### src/hw/rtl/bda_pkg.sv
// Shared types, constants and helper functions of the bitmap descriptor allocator.
package bda_pkg;

  localparam int unsigned CNT_W   = 14;
  localparam int unsigned NUM_W   = 13;
  localparam int unsigned TIME_W  = 32;
  localparam int unsigned BYTE_W  = 8;
  localparam int unsigned DBYTE_W = CNT_W - 3;  // width of a byte count or byte index
  localparam int unsigned SEED_W  = 31;         // dividend width of the remainder unit

  localparam logic [TIME_W-1:0] LCG_MUL   = 32'd1103515245;
  localparam logic [TIME_W-1:0] LCG_INC   = 32'd12345;
  localparam logic [TIME_W-1:0] SEED_MASK = 32'h7fff_ffff;
  localparam logic [CNT_W-1:0]  CNT_RESET = 14'd8192;
  localparam logic [BYTE_W-1:0] BYTE_FULL = 8'hff;
  localparam logic [BYTE_W-1:0] BIT_FIRST = 8'h80;

  localparam logic FUNC_ALLOC  = 1'b0;
  localparam logic FUNC_FREE   = 1'b1;
  localparam logic STATUS_OK   = 1'b0;
  localparam logic STATUS_FULL = 1'b1;

  typedef struct packed {
    logic                 start;
    logic [SEED_W-1:0]    dividend;
    logic [DBYTE_W-1:0]   divisor;
  } rem_req_t;

  typedef struct packed {
    logic                 done;
    logic [DBYTE_W-1:0]   rem;
  } rem_rsp_t;

  // Position of the first clear bit, counting from the most significant bit.
  function automatic logic [2:0] first_zero(input logic [BYTE_W-1:0] b);
    logic [2:0] pos;
    pos = '0;
    for (int k = 0; k < 8; k++) begin
      if (!b[k]) begin
        pos = 3'(7 - k);
      end
    end
    return pos;
  endfunction

  function automatic logic [BYTE_W-1:0] bit_mask(input logic [2:0] j);
    return BIT_FIRST >> j;
  endfunction

endpackage

### src/hw/rtl/bda_rem.sv
// Restoring remainder unit: one quotient bit per cycle over the whole SEED_W-bit dividend.
module bda_rem (
  input  logic               clk_i,
  input  logic               rst_ni,
  input  bda_pkg::rem_req_t  req_i,
  output bda_pkg::rem_rsp_t  rsp_o
);
  import bda_pkg::*;

  localparam int unsigned STEP_W = $clog2(SEED_W + 1);

  logic                busy_q, busy_d;
  logic                done_q, done_d;
  logic [STEP_W-1:0]   step_q, step_d;
  logic [SEED_W-1:0]   quo_q, quo_d;
  logic [DBYTE_W-1:0]  rem_q, rem_d;
  logic [DBYTE_W-1:0]  div_q, div_d;
  logic [DBYTE_W:0]    trial;
  logic [DBYTE_W:0]    diff;

  always_comb begin
    trial  = {rem_q, quo_q[SEED_W-1]};
    diff   = trial - {1'b0, div_q};
    busy_d = busy_q;
    done_d = 1'b0;
    step_d = step_q;
    quo_d  = quo_q;
    rem_d  = rem_q;
    div_d  = div_q;
    if (req_i.start) begin
      busy_d = 1'b1;
      step_d = '0;
      quo_d  = req_i.dividend;
      rem_d  = '0;
      div_d  = req_i.divisor;
    end else if (busy_q) begin
      // Subtract the divisor whenever the partial remainder reaches it.
      rem_d  = (trial >= {1'b0, div_q}) ? diff[DBYTE_W-1:0] : trial[DBYTE_W-1:0];
      quo_d  = {quo_q[SEED_W-2:0], 1'b0};
      step_d = step_q + 1'b1;
      if (step_q == STEP_W'(SEED_W - 1)) begin
        busy_d = 1'b0;
        done_d = 1'b1;
      end
    end
  end

  always_ff @(posedge clk_i or negedge rst_ni) begin
    if (!rst_ni) begin
      busy_q <= 1'b0;
      done_q <= 1'b0;
      step_q <= '0;
      quo_q  <= '0;
      rem_q  <= '0;
      div_q  <= '0;
    end else begin
      busy_q <= busy_d;
      done_q <= done_d;
      step_q <= step_d;
      quo_q  <= quo_d;
      rem_q  <= rem_d;
      div_q  <= div_d;
    end
  end

  assign rsp_o.done = done_q;
  assign rsp_o.rem  = rem_q;

  a_rem_below_div: assert property (@(posedge clk_i) disable iff (!rst_ni)
    done_q |-> rem_q < div_q) else $error("remainder not below divisor");
  a_start_busy: assert property (@(posedge clk_i) disable iff (!rst_ni)
    req_i.start |=> busy_q) else $error("start did not make the unit busy");
  a_div_held: assert property (@(posedge clk_i) disable iff (!rst_ni)
    busy_q && !req_i.start |=> $stable(div_q)) else $error("divisor changed mid operation");

endmodule

### config.mk
export PLATFORM = sky130hd
export DESIGN_NAME = bda_rem
export DESIGN_NICKNAME = d
export VERILOG_FILES = /design/src/hw/rtl/bda_pkg.sv /design/src/hw/rtl/bda_rem.sv
export SDC_FILE = /design/constraint.sdc
export NUM_CORES = 1
export LEC_CHECK = 0
export BUFFER_PORTS_ARGS = -buffer_cell sky130_fd_sc_hd__buf_2
export CORE_MARGIN = 1
export CORE_UTILIZATION = 56
export DETAILED_ROUTE_END_ITERATION = 12
export GPL_TIMING_DRIVEN = 1
export MAX_ROUTING_LAYER = met4
export PLACE_DENSITY_LB_ADDON = 0.25
export SYNTH_ARGS = -nofsm -noshare
export SYNTH_HDL_FRONTEND = slang
export SYNTH_SLANG_ARGS = --single-unit
### constraint.sdc
create_clock -name clk_i -period 3 [get_ports clk_i]
set_clock_uncertainty 0.05 [all_clocks]
set_input_delay 0.6 -clock clk_i [delete_from_list [all_inputs] [get_ports clk_i]]
set_output_delay 0.6 -clock clk_i [all_outputs]
set_load 0.03 [all_outputs]
# Word level (Yosys, flattened, before mapping)
# Index checks and enable logic that the tools add are counted.
[totals] reg_bits=60 in_bits=45
[op_classes] order_cmp=1 muxes=13 reduce_logical=1 eq_ne=1 addsub=2
[ops] operator="two-way mux 31 bit" count=2
[ops] operator="two-way mux 11 bit" count=3
[ops] operator=">= comparator 12 x 11 -> 1 bit" count=1
[ops] operator="subtractor 11 bit" count=1
[ops] operator="two-way mux 5 bit" count=2
[ops] operator="two-way mux 1 bit" count=6
[ops] operator="adder 5 x 1 -> 5 bit (second input constant)" count=1
[ops] operator="equality test 5 bit (second input constant)" count=1
[ops] operator="nonzero test 2 bit" count=1

# Longest topological paths before layout
[depth] word_depth=4 depth_mapped=11 depth_no_buf=10

# Worst setup path after synthesis
# OpenSTA, ideal clock, no wires.
[synth_timing] path_kind="flip-flop to flip-flop" startpoint="register rem_q[7]" endpoint="register rem_q[4]" stages_incl_launch_ff=9 synth_period_minus_slack_ns=2.234 t_arrival_ns=2.090 setup_ns=0.094 required_time_ns=2.856 setup_slack_ns=0.766 path_cell_list="dfrtp_1 ha_1 clkbuf_2 nand4b_4 a311oi_2 nor2_2 o21ai_2 mux2_2 a211oi_1"
[synth_between] elab_chain_cells=4
[synth_rtl] item="start, declared" line_no="bda_rem.sv:16" rtl="logic [DBYTE_W-1:0] rem_q, rem_d;"
[synth_rtl] item="start signal, assigned" line_no="bda_rem.sv:61" rtl="rem_q <= rem_d;"
[synth_rtl] item=">= comparator 12 x 11 -> 1 bit" line_no="bda_rem.sv:38" rtl="rem_d = (trial >= {1'b0, div_q}) ? diff[DBYTE_W-1:0] : trial[DBYTE_W-1:0];"
[synth_rtl] item="two-way mux 11 bit" line_no="bda_rem.sv:38"
[synth_rtl] item="two-way mux 11 bit" line_no="bda_rem.sv:36" rtl="end else if (busy_q) begin"
[synth_rtl] item="two-way mux 11 bit" line_no="bda_rem.sv:30" rtl="if (req_i.start) begin"
# No other way between the ends. The select of a mux whose other input is x is not followed.
# A chain may end at the register's enable or synchronous reset.

# Final worst setup path
[layout_timing] startpoint="register quo_q[30]" endpoint="register rem_q[4]"
[layout_between] elab_chain_cells=4
[layout_rtl] item="start, declared" line_no="bda_rem.sv:15" rtl="logic [SEED_W-1:0] quo_q, quo_d;"
[layout_rtl] item="start signal, assigned" line_no="bda_rem.sv:60" rtl="quo_q <= quo_d;"
[layout_rtl] item="subtractor 11 bit / >= comparator 12 x 11 -> 1 bit (equally long branches)" line_no="bda_rem.sv:23, bda_rem.sv:38"
[layout_rtl] item="two-way mux 11 bit *" line_no="bda_rem.sv:38"
[layout_rtl] item="two-way mux 11 bit *" line_no="bda_rem.sv:36"
[layout_rtl] item="two-way mux 11 bit *" line_no="bda_rem.sv:30"
# Every way passes the cells marked *; elsewhere a longest branch is shown, timed or not. The select of a mux whose other input is x is not followed.

==> impl_metrics.ini <==
[die]
die_w_um = 78.4
core_area_mm2 = 0.00557
floorplan.initialDensity_pct = 58.6
floorplan.die_area_mm2 = 0.00614
design.portCount = 57
floorplan.rows = 27
chipHeight_um = 78.4

[yosys]
yosys.cell_count.top_type = sky130_fd_sc_hd__dfrtp_1
synthesis.area_mm2 = 0.00327
yosys-top-cells-area = sky130_fd_sc_hd__dfrtp_1 46%, sky130_fd_sc_hd__mux2i_1 11%, sky130_fd_sc_hd__o21ai_0 6.7%
yosys_warnings = 0
synthFlopType = sky130_fd_sc_hd__dfrtp_1
yosysUniqueCellTypes = 43
postSynthNetCount = 399
synth_async_sr_flop_share_pct = 100
most_frequent_cells_after_synthesis = 60 x sky130_fd_sc_hd__dfrtp_1, 52 x sky130_fd_sc_hd__nand2_1, 44 x sky130_fd_sc_hd__o21ai_0
number_of_flops_mapped_to_enable_cells_by_yosys = 0
yosysSeqAreaShare_pct = 46.0
synth_top_area_share_pct = 46.0
synth_area_leader = sky130_fd_sc_hd__dfrtp_1
post_synthesis_sequential_element_count = 60
netlist_instances = 340
synth.avg_cell_area_um2 = 9.61

[sta]
grt_setup_unrepaired = false
setup_violations_final = 0
fmaxAchievable_mhz = 403
worstMarginPinSlew_ps = 769
setup_tns_ps = 0
timing.slew.headroom_pct = 48.7
drv_slew = 0
period_needed_ps = 2480
period_share_pct = 82.7
hold_viol = 0

[global_routing]
maximum_number_of_pins_on_one_net_before_global_route_repair = 98
vias_in_the_first_global_route = 2530
overflow = 0
grtUsageTotal_pct = 24.8
number_of_antenna_violations_at_the_first_check_in_global_routing = 0
grt_first_pass_wirelength_mm = 11.4

[detailed_routing]
post-route-drc-count = 0
drt_pre_antenna_iters = 4
avgRoutedWirePerCell_um = 14.5
drc_violation_total_after_the_first_tritonroute_iteration = 198
via_count = 2598
average_vias_per_placed_instance = 5.56
drtAntennaViolNets = 0
drt-total-wl_mm = 6.75

[cts]
post-cts-setup-buffer-count = 0
tritoncts.num_buffers = 9
worst_setup_hold_path_clk_slew_ps = 70
clkLatencyLatePin_ps = 340
hold_buffers = 0
clock_sinks = 60
tritoncts = built
cts_max_path_buffers = 2
cts_repair_resize_count = 0
cts-root-buf = sky130_fd_sc_hd__clkbuf_8
htreeDepth = 3

[setup_path]
cp_data_required_time_ps = 3200
cp_num_buf_inv = 2
critical-path-slowest-cell = sky130_fd_sc_hd__fa_1
maximum_net_fanout_on_the_critical_path = 13
max_stage_delay_ps = 390
critical_path.top_delay_family = compound AO/OA/AOI/OAI gates
cp_data_arrival_time_ps = 2680
cell_type_with_the_highest_occurrence_count_on_the_critical_path = sky130_fd_sc_hd__inv_1
worstSetupPathType = flip-flop to flip-flop
timing.critical_path.cells = inv_1 -> ha_1 -> inv_1 -> fa_1 -> nand3_1 -> a311oi_2 -> nor2_2 -> o21ai_2 -> mux2_2 -> a211oi_1
kind_of_start_point_of_the_critical_path = flip-flop
crit_path_end_kind = flip-flop

[power_and_ir_drop]
vdd.ir_drop.worst_uv = 510
power.combinational.fraction_pct = 33.1
leakage_nw = 2.07
pwr-share-seq_pct = 34.4
internal-power_mw = 1.89
pwr-share-clk_pct = 32.5
netSwitchingFraction_pct = 33.9
power-per-cell-area_mw_per_mm2 = 745
netSwitchingPower_mw = 0.973

[cells_and_area]
fin_util_pct = 69.0
antenna_cells = 0
area_growth_pct = 17.8
finish.net_count = 449
final_layout_size_suffix_gt1_share_pct = 21.8

[placed_design]
dp.final_hpwl_mm = 4.48
finalWeightedCongestion = 0.871
io_buffers = 56

[hold_path]
hold_path_class = input port to async pin

[job]
drv_cap = 0

[outcome]
status = finished, final reports clean
==> worst register-to-register path, cell delays in order (launching register included) <==
cell,delay [ps]
sky130_fd_sc_hd__dfrtp_1,380
sky130_fd_sc_hd__inv_1,80
sky130_fd_sc_hd__ha_1,160
sky130_fd_sc_hd__inv_1,50
sky130_fd_sc_hd__fa_1,400
sky130_fd_sc_hd__nand3_1,160
sky130_fd_sc_hd__a311oi_2,120
sky130_fd_sc_hd__nor2_2,180
sky130_fd_sc_hd__o21ai_2,250
sky130_fd_sc_hd__mux2_2,350
sky130_fd_sc_hd__a211oi_1,220
==> flip-flops by register name, summed over array words and instances (netlist names) <==
name and count:
step_q 5, done_q 1, busy_q 1, rem_q 11, div_q 11, quo_q 31
==> cell families after synthesis <==
family / synth area share (%)
AOI/OAI and AO/OA: 15.0
xor gates and xnor gates: 2.41
adders and majority gates: 5.59
buffers and inverters: 5.09
DFF: 46.0
muxes: 12.4
and+or+nand+nor: 13.6
==> path summary, 6_finish.rpt <==
kind	slack, ps	to	startpoint	depth (start not counted)
setup / recovery	520	rem_q[4]	quo_q[30]	10
hold / removal	350	done_q	rst_ni	2
setup reg to reg	520	rem_q[4]	quo_q[30]	10
hold reg to reg	490	div_q[2]	div_q[2]	2
max in group asynchronous	2020	busy_q	rst_ni	2
min in group clk_i	410	quo_q[15]	req_i[26]	3
==> cells in the final DEF, fill, tap and decap left out, types with 2 or more instances in the layout <==
master	synthesis	routed
sky130_fd_sc_hd__a41o_1	2	2
sky130_fd_sc_hd__o21ai_1	2	2
sky130_fd_sc_hd__nand4_1	5	5
sky130_fd_sc_hd__o32ai_1	3	3
sky130_fd_sc_hd__clkbuf_8	0	11
sky130_fd_sc_hd__buf_2	0	56
sky130_fd_sc_hd__nand2b_1	3	3
sky130_fd_sc_hd__mux2i_1	37	37
sky130_fd_sc_hd__o21ai_0	44	44
sky130_fd_sc_hd__nand3b_1	3	3
sky130_fd_sc_hd__nand3_1	9	9
sky130_fd_sc_hd__dfrtp_1	60	59
sky130_fd_sc_hd__buf_4	1	3
sky130_fd_sc_hd__inv_1	20	20
sky130_fd_sc_hd__bufinv_16	0	3
sky130_fd_sc_hd__nor2_1	19	19
sky130_fd_sc_hd__xor2_1	4	4
sky130_fd_sc_hd__nand2_1	52	52
sky130_fd_sc_hd__mux2_2	3	3
sky130_fd_sc_hd__a211oi_1	7	7
sky130_fd_sc_hd__xnor2_1	5	5
sky130_fd_sc_hd__ha_1	13	13
sky130_fd_sc_hd__a311oi_1	2	2
sky130_fd_sc_hd__o21a_1	2	2
sky130_fd_sc_hd__a21o_1	2	2
sky130_fd_sc_hd__a21oi_1	6	6
==> per-layer routing <==
layer,share of wire [%],vias to the layer above,track usage [%]
li1,-,1288,-
met1,46,1225,32.1
met2,47,71,37.7
met3,4.1,14,3.84
met4,2.0,0,13.5
met5,0,-,-
==> power by group through the flow <==
stage	clock network, mW	logic [mW]	registers, mW
after global routing	0.981	1.04	0.997
final	0.932	0.950	0.985
after CTS	0.944	0.947	0.984
after detailed placement	0	0.931	0.999
after global placement	0	0.914	0.989
after floorplan	0	0.643	1.07
==> area by class of cell <==
class | instances | area, um2
timing repair buffer | 60 | 323
clock buffer | 11 | 151
tap | 72 | 90.1
clock inverter | 5 | 106
multi-input combinational | 239 | 1600
sequential | 60 | 1500
inverter | 20 | 75.1
fill | 450 | 1730
==> through the flow <==
step | setup WS [ps] | std cells | cell area, um2 | total power [mW] | hold WS [ps]
2_1_floorplan | 766 | 340 | 3270 | 1.71 | 254
3_3_place_gp | 618 | 451 | 3590 | 1.90 | 456
3_5_place_dp | 542 | 451 | 3590 | 1.93 | 483
4_1_cts | 532 | 467 | 3850 | 2.87 | 381
5_1_grt | 395 | 467 | 3850 | 3.02 | 415
6_report | 520 | 467 | 3850 | 2.87 | 345
Note: power is estimated with default switching activity, not from simulation.
